<file path="config.mk">
export PLATFORM = sky130hd
export DESIGN_NAME = two_level_ready_queue_scheduler_core
export DESIGN_NICKNAME = d
export VERILOG_FILES = /design/src/sv/trlq_pkg.sv /design/src/sv/trlq_ring.sv /design/src/sv/trlq_tag_mem.sv /design/src/sv/two_level_ready_queue_scheduler_core.sv
export VERILOG_INCLUDE_DIRS = /design/src /design/src/sv
export SDC_FILE = /design/constraint.sdc
export NUM_CORES = 1
export LEC_CHECK = 0
export ABC_AREA = 1
export BUFFER_PORTS_ARGS = -buffer_cell sky130_fd_sc_hd__buf_2
export CAP_MARGIN = 25
export CORE_MARGIN = 4
export CORE_UTILIZATION = 50
export DETAILED_ROUTE_END_ITERATION = 16
export PLACE_DENSITY = 0.77
export SETUP_SLACK_MARGIN = 0.15
export SLEW_MARGIN = 10
export SYNTH_ARGS = -nofsm -noshare
export SYNTH_HDL_FRONTEND = slang
export SYNTH_SLANG_ARGS = --single-unit
</file>
<file path="constraint.sdc">
create_clock -name clk -period 21.3 [get_ports clk]
set_input_delay 2.13 -clock clk [delete_from_list [all_inputs] [get_ports clk]]
set_output_delay 2.13 -clock clk [all_outputs]
set_load 0.02 [all_outputs]
</file>
<file path="src/sv/two_level_ready_queue_scheduler_core_defines.svh">
// Assertion macros shared by the scheduler RTL.
// Depends on nothing; files that assert include it by name.
`ifndef TWO_LEVEL_READY_QUEUE_SCHEDULER_CORE_DEFINES_SVH
`define TWO_LEVEL_READY_QUEUE_SCHEDULER_CORE_DEFINES_SVH

// Property that must hold at every clock edge out of reset.
`define TRLQ_ASSERT(lbl, prop, msg) \
  lbl: assert property (@(posedge clk) disable iff (rst) (prop)) else $error(msg);

// Antecedent implies the consequent in the cycle after.
`define TRLQ_ASSERT_NEXT(lbl, ante, cons, msg) \
  lbl: assert property (@(posedge clk) disable iff (rst) (ante) |=> (cons)) else $error(msg);

`endif

</file>
<file path="src/sv/trlq_pkg.sv">
// Shared types and constants of the two-level ready queue scheduler.
// No dependencies.
package trlq_pkg;

  localparam int PID_W     = 8;
  localparam int QUANTUM_W = 16;
  localparam int SHARE_W   = 7;

  localparam logic [QUANTUM_W-1:0] QUANTUM_RESET = 16'd100;
  localparam logic [SHARE_W-1:0]   SHARE_RESET   = 7'd70;

  // configuration register indexes
  localparam logic REG_QUANTUM = 1'b0;
  localparam logic REG_SHARE   = 1'b1;

  // input opcodes
  localparam logic OP_SCHEDULE = 1'b0;
  localparam logic OP_WAKE     = 1'b1;

  // exit states of a returning process
  localparam logic [1:0] EXIT_READY    = 2'd0;
  localparam logic [1:0] EXIT_BLOCKED  = 2'd1;
  localparam logic [1:0] EXIT_FINISHED = 2'd2;
  localparam logic [1:0] EXIT_INVALID  = 2'd3;

  // per-cycle operation on one ring
  typedef struct packed {
    logic push;
    logic pop;
  } ring_op_t;

  // ring status seen by the controller
  typedef struct packed {
    logic empty;
    logic full;
  } ring_stat_t;

endpackage

</file>
<file path="src/sv/trlq_ring.sv">
// One FIFO ring of pids: storage memory, head pointer and fill count.
// Depends on trlq_pkg and the assertion macro header.
`include "two_level_ready_queue_scheduler_core_defines.svh"

module trlq_ring #(
  parameter int QUEUE_DEPTH = 16,
  localparam int HW = $clog2(QUEUE_DEPTH),
  localparam int CW = $clog2(QUEUE_DEPTH + 1),
  localparam int SW = HW + 1
) (
  input  logic                       clk,
  input  logic                       rst,
  input  trlq_pkg::ring_op_t         op,
  input  logic [trlq_pkg::PID_W-1:0] push_data,
  output trlq_pkg::ring_stat_t       stat,
  output logic [trlq_pkg::PID_W-1:0] pop_data
);

  logic [trlq_pkg::PID_W-1:0] mem [QUEUE_DEPTH];
  logic [trlq_pkg::PID_W-1:0] mem_q;
  logic [trlq_pkg::PID_W-1:0] fwd_data;
  logic                       fwd;
  logic [HW-1:0]              head;
  logic [HW-1:0]              head_next;
  logic [CW-1:0]              count;
  logic [CW-1:0]              count_next;
  logic [SW-1:0]              wsum;
  logic [HW-1:0]              wptr;

  // tail slot: head plus count, wrapped once
  assign wsum = SW'(head) + SW'(count);
  assign wptr = (wsum >= SW'(QUEUE_DEPTH)) ? HW'(wsum - SW'(QUEUE_DEPTH)) : HW'(wsum);

  assign head_next  = (head == HW'(QUEUE_DEPTH - 1)) ? '0 : head + HW'(1);
  assign count_next = count + CW'(op.push) - CW'(op.pop);

  assign stat.empty = (count == '0);
  assign stat.full  = (count == CW'(QUEUE_DEPTH));

  // pointers and forward flag
  always_ff @(posedge clk) begin
    if (rst) begin
      head  <= '0;
      count <= '0;
      fwd   <= 1'b0;
    end else begin
      count <= count_next;
      if (op.pop) begin
        head <= head_next;
        fwd  <= stat.empty;
      end
    end
  end

  // storage; a pop on an empty ring takes the word pushed in the same cycle
  always_ff @(posedge clk) begin
    if (op.push) mem[wptr] <= push_data;
    if (op.pop) begin
      mem_q    <= mem[head];
      fwd_data <= push_data;
    end
  end

  assign pop_data = fwd ? fwd_data : mem_q;

  `TRLQ_ASSERT(a_count_max, count <= CW'(QUEUE_DEPTH), "ring count beyond depth")
  `TRLQ_ASSERT(a_no_pop_empty, !op.pop || !stat.empty || op.push, "pop from empty ring")
  `TRLQ_ASSERT_NEXT(a_push_count, op.push && !op.pop, count == $past(count) + CW'(1),
                    "push did not raise count")

endmodule

</file>
<file path="src/sv/trlq_tag_mem.sv">
// Per-pid level tag memory, one bit per pid, with a clearing pass after reset.
// Depends on nothing outside this file.
module trlq_tag_mem #(
  parameter int PID_COUNT = 256,
  localparam int TW = $clog2(PID_COUNT)
) (
  input  logic          clk,
  input  logic          rst,
  input  logic          wr_en,
  input  logic [TW-1:0] wr_addr,
  input  logic          wr_data,
  input  logic          rd_en,
  input  logic [TW-1:0] rd_addr,
  output logic          rd_data,
  output logic          busy
);

  logic          mem [PID_COUNT];
  logic [TW-1:0] clr_idx;

  // clearing sweep, one entry a cycle
  always_ff @(posedge clk) begin
    if (rst) begin
      busy    <= 1'b1;
      clr_idx <= '0;
    end else if (busy) begin
      if (clr_idx == TW'(PID_COUNT - 1)) begin
        busy <= 1'b0;
      end else begin
        clr_idx <= clr_idx + TW'(1);
      end
    end
  end

  // single write port, registered read
  always_ff @(posedge clk) begin
    if (busy) begin
      mem[clr_idx] <= 1'b0;
    end else if (wr_en) begin
      mem[wr_addr] <= wr_data;
    end
    if (rd_en) rd_data <= mem[rd_addr];
  end

endmodule

</file>
<file path="src/sv/two_level_ready_queue_scheduler_core.sv">
// Two-level ready queue scheduler: fast and slow pid rings plus a level tag memory.
// Depends on trlq_pkg, trlq_ring, trlq_tag_mem and the assertion macro header.
//
// Use: input words (opcode, has_current, pid, exit_state, time_used, chance)
// enter on in_valid/in_stall; one result word per input leaves on
// out_valid/out_stall. A schedule call reclassifies and may requeue the
// returning process, then pops the preferred ring (chance below the share
// picks the fast ring) with fallback to the other. A wake word appends the
// pid to the ring named by its stored tag.
// An accepted input moves the block to ST_FINISH, where its result loads into the
// output register once that is free. No new word is taken before then, since the
// queue and tag memories have registered reads (access on accept, data and wake
// push in ST_FINISH).
// Reset: rings empty, quantum 100, share 70. The tag memory is then cleared one pid
// a cycle with in_stall high; configuration writes are taken during the sweep.
// Stall: a held result keeps the output register; the block may take one more word
// and then waits in ST_FINISH until the register frees.
// Configuration: cfg_we writes cfg_data to register cfg_index. The user writes only
// while idle; the block does not enforce it.
`include "two_level_ready_queue_scheduler_core_defines.svh"

module two_level_ready_queue_scheduler_core #(
  parameter int QUEUE_DEPTH = 16,
  parameter int PID_COUNT   = 256
) (
  input  logic        clk,
  input  logic        rst,
  input  logic        cfg_we,
  input  logic        cfg_index,
  input  logic [15:0] cfg_data,
  input  logic        in_valid,
  output logic        in_stall,
  input  logic        opcode,
  input  logic        has_current,
  input  logic [7:0]  pid,
  input  logic [1:0]  exit_state,
  input  logic [15:0] time_used,
  input  logic [6:0]  chance,
  output logic        out_valid,
  input  logic        out_stall,
  output logic        selected_valid,
  output logic [7:0]  selected_pid,
  output logic        bad_state,
  output logic        overflow
);

  localparam int TW = $clog2(PID_COUNT);

  typedef enum logic [1:0] {
    ST_IDLE   = 2'b01,
    ST_FINISH = 2'b10
  } state_t;

  state_t state;
  state_t state_next;

  logic [trlq_pkg::QUANTUM_W-1:0] quantum;
  logic [trlq_pkg::SHARE_W-1:0]   share;

  // item held from accept into ST_FINISH
  logic                       wake_q;
  logic [trlq_pkg::PID_W-1:0] pid_q;
  logic                       sel_valid_q;
  logic                       sel_slow_q;
  logic                       bad_q;
  logic                       ovf_q;

  trlq_pkg::ring_op_t   fast_op;
  trlq_pkg::ring_op_t   slow_op;
  trlq_pkg::ring_stat_t fast_stat;
  trlq_pkg::ring_stat_t slow_stat;
  logic [trlq_pkg::PID_W-1:0] push_data;
  logic [trlq_pkg::PID_W-1:0] fast_pop_data;
  logic [trlq_pkg::PID_W-1:0] slow_pop_data;

  logic          tag_wr_en;
  logic          tag_wr_data;
  logic          tag_rd_en;
  logic          tag_rd_data;
  logic          tag_busy;
  logic [TW-1:0] tag_idx;

  logic accept;
  logic out_free;
  logic finish_go;
  logic is_sched;
  logic lvl_slow;
  logic want_push;
  logic push_fast_a;
  logic push_slow_a;
  logic ne_fast;
  logic ne_slow;
  logic pref_fast;
  logic pop_fast;
  logic pop_slow;
  logic wake_fast;
  logic wake_slow;
  logic [31:0] pid_rem;

  assign accept    = in_valid && !in_stall;
  assign in_stall  = (state != ST_IDLE) || tag_busy;
  assign out_free  = !out_valid || !out_stall;
  assign finish_go = (state == ST_FINISH) && out_free;
  assign is_sched  = (opcode == trlq_pkg::OP_SCHEDULE);

  // configuration registers
  always_ff @(posedge clk) begin
    if (rst) begin
      quantum <= trlq_pkg::QUANTUM_RESET;
      share   <= trlq_pkg::SHARE_RESET;
    end else if (cfg_we) begin
      case (cfg_index)
        trlq_pkg::REG_QUANTUM: quantum <= cfg_data;
        trlq_pkg::REG_SHARE:   share   <= cfg_data[trlq_pkg::SHARE_W-1:0];
        default:               quantum <= quantum;
      endcase
    end
  end

  // pid modulo PID_COUNT by restoring subtraction, eight steps
  always_comb begin
    pid_rem = {24'd0, pid};
    for (int k = 7; k >= 0; k--) begin
      if (pid_rem >= (32'(PID_COUNT) << k)) pid_rem = pid_rem - (32'(PID_COUNT) << k);
    end
  end
  assign tag_idx = pid_rem[TW-1:0];

  // accept step of a schedule call: classify, requeue, choose a ring
  assign lvl_slow    = time_used > (quantum >> 1);
  assign want_push   = accept && is_sched && has_current && (exit_state == trlq_pkg::EXIT_READY);
  assign push_fast_a = want_push && !lvl_slow && !fast_stat.full;
  assign push_slow_a = want_push && lvl_slow && !slow_stat.full;
  assign ne_fast     = !fast_stat.empty || push_fast_a;
  assign ne_slow     = !slow_stat.empty || push_slow_a;
  assign pref_fast   = chance < share;
  assign pop_fast    = accept && is_sched && ne_fast && (pref_fast || !ne_slow);
  assign pop_slow    = accept && is_sched && ne_slow && !(pref_fast && ne_fast);

  // ST_FINISH step of a wake: push by the stored tag
  assign wake_fast = finish_go && wake_q && !tag_rd_data && !fast_stat.full;
  assign wake_slow = finish_go && wake_q && tag_rd_data && !slow_stat.full;

  assign fast_op.push = push_fast_a || wake_fast;
  assign fast_op.pop  = pop_fast;
  assign slow_op.push = push_slow_a || wake_slow;
  assign slow_op.pop  = pop_slow;
  assign push_data    = accept ? pid : pid_q;

  // tag memory access
  assign tag_wr_en   = accept && is_sched && has_current;
  assign tag_wr_data = (exit_state == trlq_pkg::EXIT_FINISHED) ? 1'b0 : lvl_slow;
  assign tag_rd_en   = accept && !is_sched;

  // control state
  always_comb begin
    state_next = state;
    case (state)
      ST_IDLE:   if (accept) state_next = ST_FINISH;
      ST_FINISH: if (out_free) state_next = ST_IDLE;
      default:   state_next = ST_IDLE;
    endcase
  end

  always_ff @(posedge clk) begin
    if (rst) begin
      state <= ST_IDLE;
    end else begin
      state <= state_next;
    end
  end

  // item capture
  always_ff @(posedge clk) begin
    if (accept) begin
      wake_q      <= !is_sched;
      pid_q       <= pid;
      sel_valid_q <= pop_fast || pop_slow;
      sel_slow_q  <= pop_slow;
      bad_q       <= is_sched && has_current && (exit_state == trlq_pkg::EXIT_INVALID);
      ovf_q       <= want_push && (lvl_slow ? slow_stat.full : fast_stat.full);
    end
  end

  // output register
  always_ff @(posedge clk) begin
    if (rst) begin
      out_valid <= 1'b0;
    end else if (finish_go) begin
      out_valid <= 1'b1;
    end else if (!out_stall) begin
      out_valid <= 1'b0;
    end
  end

  always_ff @(posedge clk) begin
    if (finish_go) begin
      if (wake_q) begin
        selected_valid <= 1'b0;
        selected_pid   <= '0;
        bad_state      <= 1'b0;
        overflow       <= tag_rd_data ? slow_stat.full : fast_stat.full;
      end else begin
        selected_valid <= sel_valid_q;
        selected_pid   <= !sel_valid_q ? '0 : (sel_slow_q ? slow_pop_data : fast_pop_data);
        bad_state      <= bad_q;
        overflow       <= ovf_q;
      end
    end
  end

  trlq_ring #(.QUEUE_DEPTH(QUEUE_DEPTH)) u_fast_ring (
    .clk       (clk),
    .rst       (rst),
    .op        (fast_op),
    .push_data (push_data),
    .stat      (fast_stat),
    .pop_data  (fast_pop_data)
  );

  trlq_ring #(.QUEUE_DEPTH(QUEUE_DEPTH)) u_slow_ring (
    .clk       (clk),
    .rst       (rst),
    .op        (slow_op),
    .push_data (push_data),
    .stat      (slow_stat),
    .pop_data  (slow_pop_data)
  );

  trlq_tag_mem #(.PID_COUNT(PID_COUNT)) u_tag_mem (
    .clk     (clk),
    .rst     (rst),
    .wr_en   (tag_wr_en),
    .wr_addr (tag_idx),
    .wr_data (tag_wr_data),
    .rd_en   (tag_rd_en),
    .rd_addr (tag_idx),
    .rd_data (tag_rd_data),
    .busy    (tag_busy)
  );

  `TRLQ_ASSERT_NEXT(a_accept_finish, accept, state == ST_FINISH, "no second cycle after accept")
  `TRLQ_ASSERT(a_rise_from_finish, !$rose(out_valid) || $past(state == ST_FINISH),
               "result word without a finished item")
  `TRLQ_ASSERT(a_single_pop, !(fast_op.pop && slow_op.pop), "both rings popped at once")

endmodule

</file>
Word-level counts from Yosys, hierarchy flattened
Memories as Yosys holds them, arrays and structs flattened. A register that Yosys moved wholly into a read port is not among the register bits.
Cells that the tools add are included.
{ "word_totals": {"ff_bits": 95, "mem_bits_rw": 512, "output_inout_bits": 13, "elab_cells": 141, "mem_count": 3} }
{ "mem_list": {"columns": ["name", "words", "word_bits", "read_ports", "rd_ports_with_merged_regs", "wr", "line", "text"], "rows": [
  ["u_tag_mem.mem", 256, 1, 1, 1, 1, "trlq_tag_mem.sv:18", "logic mem [PID_COUNT];"],
  ["u_fast_ring.mem", 16, 8, 1, 1, 1, "trlq_ring.sv:19", "logic [trlq_pkg::PID_W-1:0] mem [QUEUE_DEPTH];"],
  ["u_slow_ring.mem", 16, 8, 1, 1, 1, "trlq_ring.sv:19", null]
]} }
{ "op_classes": {"add_sub_neg": 11, "n_lt_le_gt_ge": 4, "n_eq_ne": 13, "mux": 31, "bitwise_logic": 4, "n_reduce_logical": 51} }
{ "op_table": {"columns": ["operator", "n"], "rows": [
  ["$mux W8", 5],
  ["$logic_and A1 B1 Y1", 23],
  ["$mux W1", 19],
  ["$gt A16 B15 Y1", 1],
  ["$mux W4", 4],
  ["$logic_not A1 Y1", 11],
  ["$add A4 B5 Y5", 2],
  ["$add A5 B1 Y5", 2],
  ["$eq A5 B5 Y1 const B", 2],
  ["$ge A5 B5 Y1 const B", 2],
  ["$logic_not A5 Y1", 2],
  ["$sub A5 B1 Y5", 2],
  ["$add A4 B1 Y4 const B", 2],
  ["$add A8 B1 Y8 const B", 1],
  ["$eq A4 B4 Y1 const B", 2],
  ["$eq A8 B8 Y1 const B", 1],
  ["$logic_or A1 B1 Y1", 8],
  ["$reduce_and A2 Y1", 4],
  ["$sub A4 B1 Y4 const B", 2],
  ["$lt A7 B7 Y1", 1],
  ["$eq A2 B2 Y1 const B", 3],
  ["$mux W2", 2],
  ["$ne A2 B1 Y1 const B", 2],
  ["$ne A2 B2 Y1 const B", 2],
  ["6 further kinds", 9]
]} }

Longest topological paths before layout
Gate-level depths: netlist of run 1.
{ "depth": {"depth_word": 14, "depth_mapped": 26} }

Cells and area by module
Synthesis of run 1 repeated with hierarchy kept, for this count alone.
{ "hier_totals": {"cells_unflattened": 2981, "area_unflattened_um2": 28658.7} }
{ "by_module_without_submodules": {"columns": ["mod", "instances", "cells_per_inst", "area_each_um2"], "rows": [
  ["trlq_tag_mem", 1, 1301, 12309.3],
  ["trlq_ring at u_slow_ring", 1, 690, 6954.2],
  ["trlq_ring at u_fast_ring", 1, 689, 6937.9],
  ["two_level_ready_queue_scheduler_core", 1, 301, 2457.4]
]} }

Worst setup path after synthesis of run 1
Ideal clock, no wire load.
{ "synth_timing": {"path_kind": "input -> register", "start": "input port time_used[11]", "end": "memory u_tag_mem.mem[0], data pin", "setup_time_ns": 2.243, "arrival_time_ns": 13.250, "required_ns": 19.057, "setup_slack_ns": 5.807, "path_stages": 7, "n_path_buf": 0, "path_cell_list": "ha_1 > nand4_1 > nor3_1 > nand2_1 > nand2_1 > nand2_1 > a211oi_1"} }
{ "synth_between": {"elab_chain_len": 3} }
{ "synth_rtl": {"columns": ["element", "line", "text"], "rows": [
  ["from (decl)", "two_level_ready_queue_scheduler_core.sv:37", "input logic [15:0] time_used,"],
  ["$gt A16 B15 Y1", "two_level_ready_queue_scheduler_core.sv:130", "assign lvl_slow = time_used > (quantum >> 1);"],
  ["$mux W1", "two_level_ready_queue_scheduler_core.sv:152", "assign tag_wr_data = (exit_state == trlq_pkg::EXIT_FINISHED) ? 1'b0 : lvl_slow;"],
  ["$mux W1 (no source line)", null, null],
  ["to (decl)", "trlq_tag_mem.sv:18", null]
]} }
Every way passes these cells.

Final worst setup path of run 1
{ "layout_timing": {"start": "input port time_used[11]", "end": "register u_fast_ring.count[4]"} }
{ "layout_between": {"elab_chain_len": 8, "word_cells_on_any_way": 15, "cone_classes": "add/sub: 2; order compare: 1; reduce/logical: 12"} }
{ "layout_rtl": {"columns": ["element", "line", "text"], "rows": [
  ["$gt A16 B15 Y1 (*)", "two_level_ready_queue_scheduler_core.sv:130", null],
  ["$logic_not A1 Y1 / $logic_and A1 B1 Y1 (equally long branches)", "two_level_ready_queue_scheduler_core.sv:132, two_level_ready_queue_scheduler_core.sv:133", null],
  ["$logic_and A1 B1 Y1, on equally long branches", "two_level_ready_queue_scheduler_core.sv:132, two_level_ready_queue_scheduler_core.sv:133", null],
  ["$logic_and A1 B1 Y1 / $logic_or A1 B1 Y1 (equally long branches)", "two_level_ready_queue_scheduler_core.sv:132, two_level_ready_queue_scheduler_core.sv:135", null],
  ["$logic_or A1 B1 Y1 / $logic_not A1 Y1 (equally long branches)", "two_level_ready_queue_scheduler_core.sv:134, two_level_ready_queue_scheduler_core.sv:137", null],
  ["$logic_and A1 B1 Y1 / $logic_or A1 B1 Y1 (equally long branches)", "two_level_ready_queue_scheduler_core.sv:137", "assign pop_fast = accept && is_sched && ne_fast && (pref_fast || !ne_slow);"],
  ["$logic_and A1 B1 Y1 (*)", "two_level_ready_queue_scheduler_core.sv:137", null],
  ["via pop_fast", "two_level_ready_queue_scheduler_core.sv:94", "logic pop_fast;"],
  ["$sub A5 B1 Y5 (*)", "trlq_ring.sv:35", "assign count_next = count + CW'(op.push) - CW'(op.pop);"],
  ["to (signal assigned)", "trlq_ring.sv:47", "count <= count_next;"],
  ["to (decl)", "trlq_ring.sv:25", "logic [CW-1:0] count;"]
]} }
The timed path passes the listed nets; every way through them passes the cells marked *.
A chain may end at the register's enable or synchronous reset.

==> results of run 1 <==
## final timing paths
check,slack [ns],to,cells past startpoint,startpoint
max,15.95,u_fast_ring.count[4],19,time_used[11]
min,0.45,share[0],2,share[0]
max reg2reg,17.24,u_fast_ring.count[4],19,quantum[12]
min reg2reg,0.45,share[0],2,share[0]
## cell type report
cell class	count	area (sq um)	share of cell area (%)
repair buffers	101	666	2.21
clock buffers	92	1840	6.11
flip-flops and latches	623	18100	60.0
multi-input cells	1593	7920	26.3
well taps	696	871	2.89
clock inverters	28	250	0.830
inverters	138	519	1.72
## synth_stat cells (all sizes together) (17+ instances only)
cell type    n
edfxtp     561
nor2       537
nand2      369
nand3      246
o21ai      162
inv        132
clkbuf     103
a21oi       67
dfxtp       62
ha          42
buf         41
o32ai       37
mux2i       27
o221ai      27
o211ai      20
o22ai       17
## worst min-delay path: cells and delay by family, from the launching register on
kind	cells	cell delay [ns]
flops	1	0.30
buf+inv	1	0.06
compound gates	1	0.05
## sequential cells by signal (all words and copies together), names as in the netlist, 2 cells and up
| signal | count |
|---|---|
| u_slow_ring.mem_q | 8 |
| quantum | 15 |
| share | 7 |
| u_tag_mem.mem | 256 |
| u_slow_ring.count | 5 |
| u_fast_ring.count | 5 |
| u_slow_ring.fwd_data | 8 |
| u_fast_ring.fwd_data | 8 |
| selected_pid | 8 |
| u_fast_ring.mem | 128 |
| pid_q | 8 |
| u_slow_ring.head | 4 |
| u_fast_ring.head | 4 |
| u_fast_ring.mem_q | 8 |
| u_tag_mem.clr_idx | 8 |
| state | 2 |
| u_slow_ring.mem | 128 |
## per-stage QoR
step | setup WS [ns] | instances
CTS | 16.03 | 3267
detailed placement | 15.42 | 3147
floorplan | 5.81 | 2498
finish | 15.95 | 3271
global placement | 15.54 | 3143
global route | 15.67 | 3271
## cells in the final DEF, fill, tap and decap left out, types with 42 or more instances in the layout
cell type / n
a21oi_1: 65
buf_2: 68
clkbuf_16: 68
dfxtp_1: 58
edfxtp_1: 561
ha_1: 42
inv_1: 124
nand2_1: 358
nand3_1: 246
nor2_1: 527
o21ai_0: 146
## report_power, final
| group | total (uW) | internal (uW) | switching (uW) |
|---|---|---|---|
| Sequential | 1320 | 1320 | 1.36 |
| Clock | 1110 | 644 | 463 |
| Combinational | 85.7 | 25.5 | 60.2 |
## per-layer routing
metal,track usage [%],wire length [um]
met1,29.7,25100
met4,7.42,2140
met3,4.00,6150
met2,36.3,31400
met5,0,0
## cells by family after synthesis
group                      after synthesis
xor gates and xnor gates                 9
AOI/OAI and AO/OA                      340
DFF                                    623
and+or+nand+nor                       1171
buffers and inverters                  282
adders and majority gates               46
muxes                                   27
==> run_results.csv, run 1 <==
group,metric,value,unit
placement,dp_hpwl,37900,um
timing,skew,0.0279,ns
flow_run,drv_cap,0,
clock_tree,insertion_delay,0.60,ns
clock_tree,cts_made_buffers,66,
clock_tree,post_cts_resized,0,
final_layout,layout-drive-gt1-share,9.51,%
timing,fin_crit_sh,25.1,%
setup_path,crit_type,"primary input to flop",
final_layout,antenna_cells,0,
setup_path,path_cells,"buf_2, ha_1, nand4_1, nor3_1, nand3_1, nand3_1, nand2_1, nand2_1, nand3_1, inv_1, ha_1, inv_1, ha_1, fa_1, nand2_1, a21oi_1, nor2_1, o21ai_0, a21oi_1",
pwr,leakagePower,0.00981,uW
synthesis,synth_nets,2601,
floorplanning,die-height,241,um
floorplanning,ios,70,
synthesis,ys_warn_count,0,
floorplanning,rows,85,
global_route,grt_max_degree,142,
route,avgRoutedWirePerCell,19.8,um
clock_tree,htreeDepth,3,
synthesis,synth_top_family_by_area,"simple AND/OR/NAND/NOR gates",
clock_tree,cts_tree,"done",
global_route,overflow,0,
timing,slew_violations,0,
synthesis,synth-compound-area-share,7.64,%
synthesis,synth.area.mux_share,0.998,%
route,vias,19100,
clock_tree,clock_sinks,623,
synthesis,synth_flop_cell,"edfxtp_1",
synthesis,synth_edf_count,561,
global_route,grt_pass1_wl,99600,um
final_layout,fillers,4318,
clock_tree,cts_hold_buf,0,
timing,tns,0,ns
route,drc_errors,0,
setup_path,crit_path_end_kind,"flop",
final_layout,fin_nets,2626,
hold_path,hp-class,"flop to flop",
timing,hold_viol,0,
placement,numPortBuffers,69,
route,drt_pass1_iterations,6,
timing,worst_pin_slew,1.13,ns
setup_path,worst-path-max-fanout,20,
setup_path,cp.arrival,5.88,ns
synthesis,synth_area_leaders,"edfxtp_1, nor2_1, nand2_1",
synthesis,synth_cells,2498,
route,drt_iter0_markers,2436,
synthesis,yosys.area_share.adder,2.24,%
setup_path,worstPathBufferInverterCount,3,
floorplanning,die_w,241,um
route,drt_wl_total,64800,um
outcome,status,"complete, no violations",
placement,gp_congestion,0.882,
setup_path,cp.required,21.83,ns
clock_tree,cts_setup_buffers,0,
global_route,gr-usage-all-layers,22.0,%
synthesis,synth_xor_area_share,0.291,%
clock_tree,cts_root_buf,"clkbuf_16",
final_layout,design_area,0.0302,sq mm
route,ant_nets,0,
synthesis,synth_seq_area_share,66.8,%
timing,fmax,0.187,GHz
floorplanning,start_util,50.4,%
setup_path,start_kind,"primary input",
setup_path,path_delay_family,"simple AND/OR/NAND/NOR gates",
synthesis,synthSimpleGateAreaFrac,17.9,%
synthesis,synth_cell_types,44,
synthesis,syn_area,0.0271,sq mm
pwr,ir_worst_vdd,58.9,uV
global_route,antenna_found_initial,0,
floorplanning,die-area,0.0579,sq mm
final_layout,syn_to_final_growth,11.4,%
clock_tree,clk_pin_slew,0.06,ns
timing,relSlewSlack,24.2,%
synthesis,ys_seq_elements,623,
pwr,p_per_area,83.2,mW/mm^2
synthesis,avgSynthCellArea,10.8,sq um
pwr,p_total,2510,uW
setup_path,slowest_stage,"inv_1",
synthesis,synthArstFlopShare,0,%
synthesis,synth_top_cell_area_share,62.2,%
timing,hold_ws,0.454,ns
timing,rsz0062_at_grt,"false",
final_layout,post-route-util,56.2,%
placement,placed_area,0.0280,sq mm
global_route,grt_pass1_vias,18300,
clock_tree,cts_buffer_depth,3,
floorplanning,core,0.0537,sq mm
timing,layout_min_cycle_time,5.35,ns
synthesis,synth_top_area_cell,"edfxtp_1",
route,via_per_inst,5.83,
setup_path,cpPeakStageDelay,0.59,ns
timing,final-setup-viol-count,0,
No activity file was read; power rests on OpenSTA's default activity.
==> run 2, diff against run 1 <==
ABC_AREA = 0   (was 1)
PLACE_DENSITY = 0.8   (was 0.77)
clock period = 4.38 ns   (was 21.3 ns; I/O delays follow)
==> run_results.csv, run 2 <==
group,metric,value,unit
outcome,status,"complete, no violations",
floorplanning,die-height,238,um
floorplanning,rows,83,
setup_path,cp.required,4.67,ns
clock_tree,cts_tree,"done",
pwr,p_comb_share,3.0,%
setup_path,cp.arrival,4.13,ns
setup_path,start_kind,"flop",
route,drc_errors,0,
route,wl_met3,6750,um
synthesis,synth_top_cell_area_share,63.9,%
route,drt_iter0_markers,2005,
placement,numPortBuffers,69,
route,dr_wl_met2,28700,um
timing,fin_crit_sh,87.9,%
pwr,power_switching_share,20.5,%
floorplanning,start_util,50.9,%
timing,hold_viol,0,
clock_tree,cts_hold_buf,1,
setup_path,rrSetupSlack,0.53,ns
final_layout,layout-drive-gt1-share,21.8,%
route,top_layer_used,"met5",
hold_path,hold_end,"quantum[12]",
final_layout,final_cell_mix,"edfxtp_1, nor2_1, mux4_2",
synthesis,ys_seq_elements,623,
floorplanning,die_w,238,um
pwr,ir_worst_vdd,343,uV
clock_tree,clk_pin_slew,0.06,ns
global_route,grt_pass1_vias,15500,
final_layout,fillers,3746,
synthesis,synth_top_area_cell,"edfxtp_1",
timing,worst_pin_slew,1.07,ns
final_layout,stdcell_count,2499,
clock_tree,htreeDepth,2,
synthesis,synthArstFlopShare,0,%
synthesis,syn_area,0.0264,sq mm
route,drt_wl_total,60800,um
floorplanning,die-area,0.0565,sq mm
route,vias,15400,
route,avgRoutedWirePerCell,24.3,um
clock_tree,post_cts_resized,0,
clock_tree,clock_sinks,623,
setup_path,worst-path-max-fanout,16,
synthesis,synth_cell_types,67,
pwr,p_sw,2490,uW
timing,skew,0.0543,ns
setup_path,ff2ff_path_depth,9,
timing,final-setup-viol-count,0,
placement,gp_congestion,0.862,
floorplanning,ios,70,
clock_tree,insertion_delay,0.64,ns
clock_tree,cts_root_buf,"clkbuf_16",
setup_path,crit_type,"flop to flop",
route,via_per_inst,6.18,
flow_run,drv_cap,0,
pwr,intPower,9670,uW
hold_path,hp-class,"primary input to flop",
final_layout,fin_nets,1868,
final_layout,layout_commonest_cell,"edfxtp_1",
timing,fmax,0.260,GHz
route,ant_nets,0,
global_route,antenna_found_initial,3,
clock_tree,cts_buffer_depth,3,
final_layout,post-route-util,57.5,%
global_route,grt_max_degree,129,
clock_tree,cts_setup_buffers,0,
final_layout,largest_registers,"u_tag_mem.mem (256), u_fast_ring.mem (128), u_slow_ring.mem (128)",
timing,layout_min_cycle_time,3.85,ns
synthesis,synth_top_cells_by_count,"edfxtp_1, nor2_1, mux4_2",
floorplanning,core,0.0518,sq mm
synthesis,avgSynthCellArea,15.6,sq um
synthesis,synth_flop_cell,"edfxtp_1",
timing,relSlewSlack,28.5,%
synthesis,yosysMostFrequentCell,"edfxtp_1",
hold_path,hold_path_startpoint,"cfg_data[12]",
global_route,gr-usage-all-layers,21.3,%
pwr,seqPwrFrac,53.1,%
synthesis,synth_cells,1687,
placement,dp_cells,2379,
final_layout,top_register,"u_tag_mem.mem",
route,drt_pass1_iterations,6,
pwr,p_per_area,408,mW/mm^2
final_layout,largest_register_ff_count,256,
synthesis,synth_seq_area_share,68.6,%
route,drt-met1-wl,23300,um
setup_path,crit_path_end_kind,"flop",
synthesis,synth_area_leaders,"edfxtp_1, mux4_2, dfxtp_1",
synthesis,synth_nets,1790,
global_route,grt_pass1_wl,92400,um
timing,rsz0062_at_grt,"false",
pwr,leakagePower,0.0101,uW
clock_tree,cts_made_buffers,61,
synthesis,synth_edf_count,561,
final_layout,syn_to_final_growth,13.0,%
placement,dp_hpwl,36600,um
timing,slew_violations,0,
pwr,clockPowerShare,43.9,%
setup_path,r2r-end,"u_tag_mem.mem[73]",
synthesis,ys_warn_count,0,
global_route,overflow,0,
setup_path,r2r_start,"u_tag_mem.busy",
hold_path,worstHoldPathCells,3,
==> run 2: metal layers <==
metal,track usage [%],vias to the layer above
met5,0,-
li1,-,6589
met2,33.7,940
met1,29.4,7757
met3,5.21,149
met4,7.45,2
==> run 2: how the worst max path moves through the flow <==
stage / start / end / slack, ns / cells after the start
floorplan: time_used[7] / u_tag_mem.mem[0] / -1.40 / 7
global placement: time_used[7] / u_fast_ring.count[4] / 0.51 / 16
detailed placement: time_used[7] / u_fast_ring.count[4] / 0.50 / 16
CTS: u_tag_mem.busy / u_tag_mem.mem[73] / 0.61 / 9
global route: u_tag_mem.busy / u_tag_mem.mem[73] / 0.28 / 9
finish: u_tag_mem.busy / u_tag_mem.mem[73] / 0.53 / 9
==> run 2: logic make-up after synthesis <==
logic type / share of synthesized area [%]
adders and majority gates: 2.30
AOI/OAI and AO/OA: 4.09
and+or+nand+nor: 8.73
xor gates and xnor gates: 0.697
muxes: 13.3
DFF: 68.6
buffers and inverters: 2.33
==> run 2: through the flow <==
step / area [sq um] / power, uW / setup slack (ns) / TNS (ns) / hold WS (ns)
floorplan: 26500 / 6790 / -1.40 / -359.02 / 0.435
global placement: 27700 / 6920 / 0.505 / 0 / 0.442
detailed placement: 27700 / 6940 / 0.499 / 0 / 0.450
CTS: 29800 / 12200 / 0.610 / 0 / 0.00401
global route: 29800 / 12500 / 0.280 / 0 / 0.0217
finish: 29800 / 12200 / 0.532 / 0 / 0.0446
==> run 2: power by group through the flow <==
stage / sequential [uW] / clock, uW / combinational, uW
6_report: 6450 / 5340 / 365
5_1_grt: 6450 / 5650 / 392
4_1_cts: 6450 / 5400 / 359
3_5_place_dp: 6580 / 0 / 356
3_3_place_gp: 6580 / 0 / 342
2_1_floorplan: 6570 / 0 / 212
==> run 2: worst max-delay path, stage by stage, from the launching register on <==
cell,delay [ns]
dfxtp_1,0.42
or3b_4,0.42
or2_4,0.26
inv_2,0.06
buf_4,0.27
and2_1,0.57
nand2_1,0.15
o21ai_0,0.31
nand2_1,0.70
nor2_1,0.33
==> run 2: cell type report <==
class / instances / area, sq um / share of cell area [%]
antenna: 2 / 5.00 / 0.0168
clock inverter: 34 / 394 / 1.32
sequential: 623 / 18100 / 60.7
timing repair buffer: 121 / 796 / 2.67
multi-input combinational: 913 / 7830 / 26.3
inverter: 45 / 169 / 0.567
clock buffer: 81 / 1670 / 5.61
tap: 680 / 851 / 2.85
